--- config.mk ---
export PLATFORM = sky130hd
export DESIGN_NAME = ac_ir_frame_encoder
export DESIGN_NICKNAME = d
export VERILOG_FILES = /design/src/hw/rtl/acire_pkg.sv /design/src/hw/rtl/ac_ir_frame_encoder.sv /design/src/hw/rtl/acire_ctrl.sv /design/src/hw/rtl/acire_dp.sv
export SDC_FILE = /design/constraint.sdc
export NUM_CORES = 1
export LEC_CHECK = 0
export ABC_AREA = 0
export BUFFER_PORTS_ARGS = -buffer_cell sky130_fd_sc_hd__buf_2
export CORE_MARGIN = 2
export CORE_UTILIZATION = 45
export DETAILED_ROUTE_END_ITERATION = 7
export HOLD_SLACK_MARGIN = 0.08
export SLEW_MARGIN = 10
export SYNTH_ARGS = -nofsm -noshare
export SYNTH_HDL_FRONTEND = slang
export SYNTH_SLANG_ARGS = --single-unit
--- constraint.sdc ---
create_clock -name clk -period 4.1 [get_ports clk]
set_input_delay 0 -clock clk [delete_from_list [all_inputs] [get_ports clk]]
set_output_delay 0 -clock clk [all_outputs]
set_load 0.03 [all_outputs]
--- src/hw/rtl/acire_pkg.sv ---
// ----------------------------------------------------------------------------
// acire_pkg
// Shared types and constants for the air-conditioner IR frame encoder.
// ----------------------------------------------------------------------------
package acire_pkg;

  localparam int DUR_W   = 15;
  localparam int LIM_W   = 17;
  localparam int IDX_W   = 3;
  localparam int FOOT_W  = 3;
  localparam int CNT_W   = 6;
  localparam int SYM_CNT = 70;

  // register indexes
  localparam logic [IDX_W-1:0] CFG_HDR_MARK  = 3'd0;
  localparam logic [IDX_W-1:0] CFG_HDR_SPACE = 3'd1;
  localparam logic [IDX_W-1:0] CFG_DATA_MARK = 3'd2;
  localparam logic [IDX_W-1:0] CFG_SPACE_HI  = 3'd3;
  localparam logic [IDX_W-1:0] CFG_SPACE_LO  = 3'd4;
  localparam logic [IDX_W-1:0] CFG_GAP       = 3'd5;
  localparam logic [IDX_W-1:0] CFG_FOOTER    = 3'd6;

  localparam logic [DUR_W-1:0]  RST_HDR_MARK  = 15'd9000;
  localparam logic [DUR_W-1:0]  RST_HDR_SPACE = 15'd4500;
  localparam logic [DUR_W-1:0]  RST_DATA_MARK = 15'd620;
  localparam logic [DUR_W-1:0]  RST_SPACE_HI  = 15'd1600;
  localparam logic [DUR_W-1:0]  RST_SPACE_LO  = 15'd540;
  localparam logic [DUR_W-1:0]  RST_GAP       = 15'd19980;
  localparam logic [FOOT_W-1:0] RST_FOOTER    = 3'd2;

  // modes and fan codes
  localparam logic [2:0] MODE_AUTO = 3'd0;
  localparam logic [2:0] MODE_DRY  = 3'd2;
  localparam logic [2:0] MODE_MAX  = 3'd4;
  localparam logic [1:0] FAN_LOW   = 2'd1;

  localparam logic [7:0] TEMP_MIN  = 8'd16;
  localparam logic [7:0] TEMP_MAX  = 8'd30;
  localparam logic [7:0] TEMP_AUTO = 8'd25;

  // template bytes
  localparam logic [7:0] BYTE1_TPL = 8'h09 & 8'hF0;
  localparam logic [7:0] BYTE2     = 8'h20;
  localparam logic [7:0] BYTE3     = 8'h50;
  localparam logic [7:0] BYTE4     = 8'h00;
  localparam logic [7:0] BYTE5     = 8'h20;
  localparam logic [7:0] BYTE6     = 8'h00;
  localparam logic [3:0] NIB_MASK  = 4'h0F;
  localparam logic [3:0] CSUM_SEED = 4'd10;

  // pair positions
  localparam logic [CNT_W-1:0] PAIR_FIRST = 6'd0;
  localparam logic [CNT_W-1:0] PAIR_GAP   = 6'd18;
  localparam logic [CNT_W-1:0] PAIR_LAST  = 6'd34;

  typedef struct packed {
    logic load;
    logic emit;
    logic hdr;
    logic gap_first;
    logic gap_second;
    logic last;
  } cmd_t;

  function automatic logic [DUR_W-1:0] dur_sat(input logic [DUR_W-1:0] d,
                                               input logic [LIM_W-1:0] lim);
    if ({2'b00, d} > lim) begin
      return lim[DUR_W-1:0];
    end
    return d;
  endfunction

endpackage

--- src/hw/rtl/ac_ir_frame_encoder.sv ---
// ----------------------------------------------------------------------------
// ac_ir_frame_encoder
// Air-conditioner IR frame encoder: one setting in, 35 beats of two mark/space pairs out.
// ----------------------------------------------------------------------------
// Input channel (in_valid/in_stall) takes one setting: mode, fan_speed,
// power_on, temp_set. The block builds the 8-byte frame with its checksum
// and returns 35 output beats of two symbols each: header, first 32 bits,
// footer bits, gap, second 32 bits, final gap. last_pair marks the 35th.
// Configuration channel (cfg_valid/cfg_ready) writes the timing registers
// and the footer code by cfg_index; cfg_ready is always high. Write only
// while no frame is in flight.
// Timing: an accepted setting moves the sequencer into its run state, and
// the first pair is then loaded into the output register; the rest follow
// one per cycle while the output is not stalled. A new setting is taken
// only once the 35th pair has been loaded into the output register.
// A stall on the output holds the current beat and pauses the sequence.
// Reset returns the sequencer to idle, drops out_valid and loads the
// default timings.
// ----------------------------------------------------------------------------
module ac_ir_frame_encoder #(
  parameter int DURATION_BITS = 15
) (
  input  logic                         clk,
  input  logic                         rst,
  input  logic                         cfg_valid,
  output logic                         cfg_ready,
  input  logic [acire_pkg::IDX_W-1:0]  cfg_index,
  input  logic [acire_pkg::DUR_W-1:0]  cfg_data,
  input  logic                         in_valid,
  output logic                         in_stall,
  input  logic [2:0]                   mode,
  input  logic [1:0]                   fan_speed,
  input  logic                         power_on,
  input  logic [7:0]                   temp_set,
  output logic                         out_valid,
  input  logic                         out_stall,
  output logic [acire_pkg::DUR_W-1:0]  mark_first,
  output logic [acire_pkg::DUR_W-1:0]  space_first,
  output logic [acire_pkg::DUR_W-1:0]  mark_second,
  output logic [acire_pkg::DUR_W-1:0]  space_second,
  output logic                         last_pair
);

  acire_pkg::cmd_t cmd;

  assign cfg_ready = 1'b1;

  acire_ctrl u_ctrl (
    .clk       (clk),
    .rst       (rst),
    .in_valid  (in_valid),
    .in_stall  (in_stall),
    .out_valid (out_valid),
    .out_stall (out_stall),
    .cmd       (cmd)
  );

  acire_dp #(
    .DURATION_BITS (DURATION_BITS)
  ) u_dp (
    .clk          (clk),
    .rst          (rst),
    .cfg_wr       (cfg_valid & cfg_ready),
    .cfg_index    (cfg_index),
    .cfg_data     (cfg_data),
    .cmd          (cmd),
    .mode         (mode),
    .fan_speed    (fan_speed),
    .power_on     (power_on),
    .temp_set     (temp_set),
    .mark_first   (mark_first),
    .space_first  (space_first),
    .mark_second  (mark_second),
    .space_second (space_second),
    .last_pair    (last_pair)
  );

endmodule

--- src/hw/rtl/acire_ctrl.sv ---
// ----------------------------------------------------------------------------
// acire_ctrl
// Sequencer: takes a setting, then steps through the 35 symbol pairs.
// ----------------------------------------------------------------------------
module acire_ctrl (
  input  logic             clk,
  input  logic             rst,
  input  logic             in_valid,
  output logic             in_stall,
  output logic             out_valid,
  input  logic             out_stall,
  output acire_pkg::cmd_t  cmd
);

  localparam logic ST_IDLE = 1'b0;
  localparam logic ST_RUN  = 1'b1;

  logic                        state;
  logic                        state_next;
  logic [acire_pkg::CNT_W-1:0] cnt;
  logic [acire_pkg::CNT_W-1:0] cnt_next;
  logic                        out_valid_next;
  logic                        accept;
  logic                        emit;

  assign in_stall = (state != ST_IDLE);
  assign accept   = in_valid & ~in_stall;
  assign emit     = (state == ST_RUN) & (~out_valid | ~out_stall);

  always_comb begin
    cmd.load       = accept;
    cmd.emit       = emit;
    cmd.hdr        = (cnt == acire_pkg::PAIR_FIRST);
    cmd.gap_first  = (cnt == acire_pkg::PAIR_GAP);
    cmd.gap_second = (cnt == acire_pkg::PAIR_LAST);
    cmd.last       = (cnt == acire_pkg::PAIR_LAST);
  end

  always_comb begin
    state_next     = state;
    cnt_next       = cnt;
    out_valid_next = out_valid;
    if (out_valid && !out_stall) begin
      out_valid_next = 1'b0;
    end
    unique case (state)
      ST_IDLE: begin
        if (accept) begin
          state_next = ST_RUN;
          cnt_next   = acire_pkg::PAIR_FIRST;
        end
      end
      ST_RUN: begin
        if (emit) begin
          out_valid_next = 1'b1;
          if (cnt == acire_pkg::PAIR_LAST) begin
            state_next = ST_IDLE;
          end else begin
            cnt_next = cnt + 1'b1;
          end
        end
      end
      default: begin
        state_next = ST_IDLE;
      end
    endcase
  end

  always_ff @(posedge clk) begin
    if (rst) begin
      state     <= ST_IDLE;
      cnt       <= acire_pkg::PAIR_FIRST;
      out_valid <= 1'b0;
    end else begin
      state     <= state_next;
      cnt       <= cnt_next;
      out_valid <= out_valid_next;
    end
  end

endmodule

--- src/hw/rtl/acire_dp.sv ---
// ----------------------------------------------------------------------------
// acire_dp
// Timing registers, frame assembly, symbol shift register and output beat.
// ----------------------------------------------------------------------------
module acire_dp #(
  parameter int DURATION_BITS = 15
) (
  input  logic                          clk,
  input  logic                          rst,
  input  logic                          cfg_wr,
  input  logic [acire_pkg::IDX_W-1:0]   cfg_index,
  input  logic [acire_pkg::DUR_W-1:0]   cfg_data,
  input  acire_pkg::cmd_t               cmd,
  input  logic [2:0]                    mode,
  input  logic [1:0]                    fan_speed,
  input  logic                          power_on,
  input  logic [7:0]                    temp_set,
  output logic [acire_pkg::DUR_W-1:0]   mark_first,
  output logic [acire_pkg::DUR_W-1:0]   space_first,
  output logic [acire_pkg::DUR_W-1:0]   mark_second,
  output logic [acire_pkg::DUR_W-1:0]   space_second,
  output logic                          last_pair
);

  localparam logic [acire_pkg::LIM_W-1:0] DurLim =
    acire_pkg::LIM_W'((1 << DURATION_BITS) - 1);

  logic [acire_pkg::DUR_W-1:0]  hdr_mark;
  logic [acire_pkg::DUR_W-1:0]  hdr_space;
  logic [acire_pkg::DUR_W-1:0]  data_mark;
  logic [acire_pkg::DUR_W-1:0]  space_hi;
  logic [acire_pkg::DUR_W-1:0]  space_lo;
  logic [acire_pkg::DUR_W-1:0]  gap;
  logic [acire_pkg::FOOT_W-1:0] footer;
  logic [acire_pkg::DUR_W-1:0]  wr_sat;

  logic [acire_pkg::SYM_CNT-1:0] syms;
  logic [2:0]  mcode;
  logic [1:0]  fan;
  logic [7:0]  treq;
  logic [7:0]  tclamp;
  logic [7:0]  toff;
  logic [7:0]  byte0;
  logic [7:0]  byte1;
  logic [7:0]  byte7;
  logic [3:0]  csum;
  logic [31:0] blk1;
  logic [31:0] blk2;

  assign wr_sat = acire_pkg::dur_sat(cfg_data, DurLim);

  always_ff @(posedge clk) begin
    if (rst) begin
      hdr_mark  <= acire_pkg::dur_sat(acire_pkg::RST_HDR_MARK, DurLim);
      hdr_space <= acire_pkg::dur_sat(acire_pkg::RST_HDR_SPACE, DurLim);
      data_mark <= acire_pkg::dur_sat(acire_pkg::RST_DATA_MARK, DurLim);
      space_hi  <= acire_pkg::dur_sat(acire_pkg::RST_SPACE_HI, DurLim);
      space_lo  <= acire_pkg::dur_sat(acire_pkg::RST_SPACE_LO, DurLim);
      gap       <= acire_pkg::dur_sat(acire_pkg::RST_GAP, DurLim);
      footer    <= acire_pkg::RST_FOOTER;
    end else if (cfg_wr) begin
      unique case (cfg_index)
        acire_pkg::CFG_HDR_MARK:  hdr_mark  <= wr_sat;
        acire_pkg::CFG_HDR_SPACE: hdr_space <= wr_sat;
        acire_pkg::CFG_DATA_MARK: data_mark <= wr_sat;
        acire_pkg::CFG_SPACE_HI:  space_hi  <= wr_sat;
        acire_pkg::CFG_SPACE_LO:  space_lo  <= wr_sat;
        acire_pkg::CFG_GAP:       gap       <= wr_sat;
        acire_pkg::CFG_FOOTER:    footer    <= cfg_data[acire_pkg::FOOT_W-1:0];
        default: ;
      endcase
    end
  end

  // frame assembly
  always_comb begin
    mcode = (mode <= acire_pkg::MODE_MAX) ? mode : acire_pkg::MODE_AUTO;
    fan   = (mode == acire_pkg::MODE_DRY) ? acire_pkg::FAN_LOW : fan_speed;
    treq  = (mode == acire_pkg::MODE_AUTO) ? acire_pkg::TEMP_AUTO : temp_set;
    if (treq < acire_pkg::TEMP_MIN) begin
      tclamp = acire_pkg::TEMP_MIN;
    end else if (treq > acire_pkg::TEMP_MAX) begin
      tclamp = acire_pkg::TEMP_MAX;
    end else begin
      tclamp = treq;
    end
    toff  = tclamp - acire_pkg::TEMP_MIN;
    byte0 = {2'b00, fan, power_on, mcode};
    byte1 = (acire_pkg::BYTE1_TPL & 8'hF0) | {4'h0, toff[3:0]};
    csum  = acire_pkg::CSUM_SEED + byte0[3:0] + byte1[3:0]
          + (acire_pkg::BYTE2[3:0] & acire_pkg::NIB_MASK)
          + (acire_pkg::BYTE3[3:0] & acire_pkg::NIB_MASK)
          + acire_pkg::BYTE4[7:4] + acire_pkg::BYTE5[7:4] + acire_pkg::BYTE6[7:4];
    byte7 = {csum, 4'h0};
    blk1  = {acire_pkg::BYTE3, acire_pkg::BYTE2, byte1, byte0};
    blk2  = {byte7, acire_pkg::BYTE6, acire_pkg::BYTE5, acire_pkg::BYTE4};
  end

  // symbol data bits, lowest first; header and gap slots carry zero
  always_ff @(posedge clk) begin
    if (cmd.load) begin
      syms <= {1'b0, blk2, 1'b0, footer, blk1, 1'b0};
    end else if (cmd.emit) begin
      syms <= {2'b00, syms[acire_pkg::SYM_CNT-1:2]};
    end
  end

  always_ff @(posedge clk) begin
    if (cmd.emit) begin
      mark_first  <= cmd.hdr ? hdr_mark : data_mark;
      if (cmd.hdr) begin
        space_first <= hdr_space;
      end else if (cmd.gap_first) begin
        space_first <= gap;
      end else begin
        space_first <= syms[0] ? space_hi : space_lo;
      end
      mark_second <= data_mark;
      if (cmd.gap_second) begin
        space_second <= gap;
      end else begin
        space_second <= syms[1] ? space_hi : space_lo;
      end
      last_pair <= cmd.last;
    end
  end

endmodule
==> summary.md <==
| Metric | Value |
|---|---|
| Worst slew margin relative to its limit | 0.279 |
| Critical path's slowest cell | dlygate4sd3_1 |
| Mean Syn Cell Area | 9.53 um^2 |
| Internal | 4110 uW |
| Starting Density | 0.457 |
| Top FF cell, synth | dfxtp_1 |
| Area share of the largest cell type after synthesis | 0.333 |
| Top post-synthesis cells by area | dfxtp_1 33%, edfxtp_1 26%, nand2_1 14% |
| Fin crit period | 2.41 ns |
| Startpoint Class | primary input |
| CTS Buf Count | 25 |
| Vias | 6949 |
| Number of synthesized flops with an enable pin | 78 |
| Vias in the first global route | 6448 |
| Hold Path Origin | mode[0] |
| Core Util, Final | 0.550 |
| GRT overflow | 0 |
| Crit path cell chain | dlygate4sd3_1, buf_2, nor3_1, a21oi_1, ha_1, ha_1, inv_1, fa_1, xor2_1, xnor2_1, xnor2_1, nor2_1 |
| Worst R2R Start | u_ctrl.in_stall$_SDFF_PP0_ |
| CTS Hold Bufs | 40 |
| Slew @ Worst Pin | 1.08 ns |
| Total of fill cells in the finished design | 1769 |
| FF-to-FF End | u_dp.syms[6]$_DFFE_PP_ |
| Detailed Place HPWL | 13200 um |
| Register area | 5410 um^2 |
| Area occupied by multi-input gates | 3460 um^2 |
| CTS tree | built |
| Mapped Nets | 1009 |
| Sequential power share | 0.479 |
| DRC viols | 0 |
| Period utilization | 0.588 |
| Clk buf depth | 3 |
| Worst-Skew Late Latency | 0.51 ns |
| Status | complete, no violations |
| Initial antenna violation count | 0 |
| Die width | 147 um |
| Switching pwr | 1280 uW |
| Share of flip-flops with an asynchronous set or reset | 0 |
| Fin Setup TNS | 0 ns |
| P_leak | 0.00416 uW |
| Root buf cell | clkbuf_16 |
| Sink Count | 231 |
| Clk_skew | 0.0111 ns |
| Hold crit path type | primary input to register |
| PwrDens | 488 nW/um^2 |
| GRT Util Overall | 0.198 |
| Row cnt | 52 |
| Top cells by count, synth | 332 x nand2_1, 153 x dfxtp_1, 89 x o21ai_0 |
| Critical path arrival | 2.65 ns |
| Synth warnings | 0 |
| Vias per std cell | 5.09 |
| Post-CTS Resized | 0 |
| Largest net degree at the start of global routing | 186 |
| Reg2reg path depth | 5 |
| Synth area leader | dfxtp_1 |
| Unrepaired setup endpoints after global routing | no |
| Fin cells | 1364 |
| Total wire length | 21600 um |
| Critical path class | primary input to register |
| Fin nets | 1121 |
| Count leader, synth | nand2_1 |
| Slew Limit Fails | 0 |
| Combinational power share | 0.090 |
| Drt wl/cell | 15.8 um |
| Die area | 21600 um^2 |
| Distinct cell type count after synthesis | 43 |
| Clock power frac | 0.431 |
| Iter 0 DRT Violations | 417 |
| Inst Count DP | 1279 |
| First-pass GRT wire length | 34300 um |
| Port Buffers | 99 |
| Switching share of power | 0.237 |
| Post-CTS Setup Bufs | 0 |
| # Max-Cap Violations | 0 |
| Routed Antenna Nets | 0 |
| Cell Area, Synth | 9190 um^2 |
| WP data required | 4.34 ns |
| Max stage delay on crit path | 0.53 ns |
| Final Hold Vio Count | 0 |
| Setup crit end kind | register |
| Hold path depth | 3 |
| Endpoints failing setup | 0 |
| Core Area | 20100 um^2 |
| H-tree levels | 1 |
| Peak supply drop | 0.329 mV |
| R2R Setup Slk | 1.82 ns |
| DR pass1 iterations | 5 |
| Synth Register Bits | 231 |
| Sequential cell area fraction in the yosys report | 0.588 |
| P&R area growth vs syn | 20.4% |
| Share of cells above drive strength 1 | 0.165 |
| # diodes | 0 |
| I/O pin count | 101 |
| DIE HEIGHT | 147 um |
| RePlAce Congestion | 0.814 |
| F_max | 415 MHz |
| Crit-path max FO | 6 |
| Worst-path clk slew | 0.06 ns |
| Cells after Synth | 964 |
| Worst Hold Endpoint | u_dp.syms[1]$_DFFE_PP_ |
## cell families (layout without fill, tap and decap cells)
| kind of cell | after synthesis | after routing | synth area share |
|---|---|---|---|
| and+or+nand+nor | 414 | 414 | 0.185 |
| xor gates and xnor gates | 6 | 6 | 0.00572 |
| buffers and inverters | 69 | 199 | 0.0346 |
| other | 1 | 1 | 0.000408 |
| adders and majority gates | 8 | 8 | 0.0117 |
| DFF | 231 | 231 | 0.588 |
| muxes | 64 | 64 | 0.0738 |
| AOI/OAI and AO/OA | 171 | 171 | 0.101 |
## per-stage QoR
step           hold slack, ns  setup slack (ns)  power [uW]  area, um^2
3_3_place_gp            0.311              1.73        3090        9800
3_5_place_dp            0.320              1.72        3090        9800
5_1_grt                 0.140              1.44        5580       11100
4_1_cts                0.0965              1.70        5430       11100
2_1_floorplan           0.124              1.79        2930        9190
6_report                0.133              1.69        5390       11100
## worst max-delay path: cells and delay by family
family          cells  cell delay [ns]
xor+xnor            3             0.47
compound gates      1             0.09
fa+ha+maj           3             0.81
simple gates        2             0.56
buf+inv             3             0.72
## registers in the layout, indices dropped and copies added (netlist names), 3 cells and up
register / count
u_dp.syms: 69
u_dp.data_mark: 15
u_dp.gap: 15
u_dp.hdr_mark: 15
u_dp.hdr_space: 15
u_dp.mark_first: 15
u_dp.mark_second: 15
u_dp.space_first: 15
u_dp.space_hi: 15
u_dp.space_lo: 15
u_dp.space_second: 15
u_ctrl.cnt: 6
u_dp.footer: 3
## power by group through the flow
stage | combinational (uW) | clock (uW) | sequential (uW)
final | 486 | 2320 | 2580
after CTS | 488 | 2360 | 2580
after floorplan | 256 | 0 | 2680
after global routing | 536 | 2450 | 2590
after detailed placement | 459 | 0 | 2630
after global placement | 456 | 0 | 2630
## how the worst max path moves through the flow
stage | end | start
2_1_floorplan | u_dp.last_pair$_DFFE_PP_ | u_ctrl.in_stall$_SDFF_PP0_
3_3_place_gp | u_dp.syms[68]$_DFFE_PP_ | mode[2]
3_5_place_dp | u_dp.syms[68]$_DFFE_PP_ | mode[2]
4_1_cts | u_dp.syms[68]$_DFFE_PP_ | mode[2]
5_1_grt | u_dp.syms[68]$_DFFE_PP_ | mode[2]
6_report | u_dp.syms[68]$_DFFE_PP_ | mode[2]
## final cells by class
class,instances,share of cell area
timing repair buffer,146,0.0869
tap,270,0.0306
sequential,231,0.489
clock inverter,13,0.0151
multi-input combinational,664,0.313
clock buffer,32,0.0626
inverter,8,0.00272
## layer usage
layer | share of wire | track usage
met5 | 0 | 0
met4 | 0.018 | 0.0471
met3 | 0.040 | 0.0311
met2 | 0.48 | 0.332
met1 | 0.47 | 0.271
## cells in the final DEF (no fill, tap or decap), types with 4 or more instances in the layout
master	count
a21oi_1	65
a22o_1	8
and3_1	4
buf_2	99
buf_4	6
bufinv_16	4
clkbuf_16	25
clkbuf_8	4
clkinv_2	4
dfxtp_1	153
dlygate4sd3_1	40
edfxtp_1	78
ha_1	7
inv_1	8
mux2_2	28
mux2i_1	34
nand2_1	332
nand2b_1	4
nand3_1	33
nor2_1	14
nor2b_1	4
nor3_1	6
o21ai_0	89
or3_1	4
No activity file was read; power rests on OpenSTA's default activity.
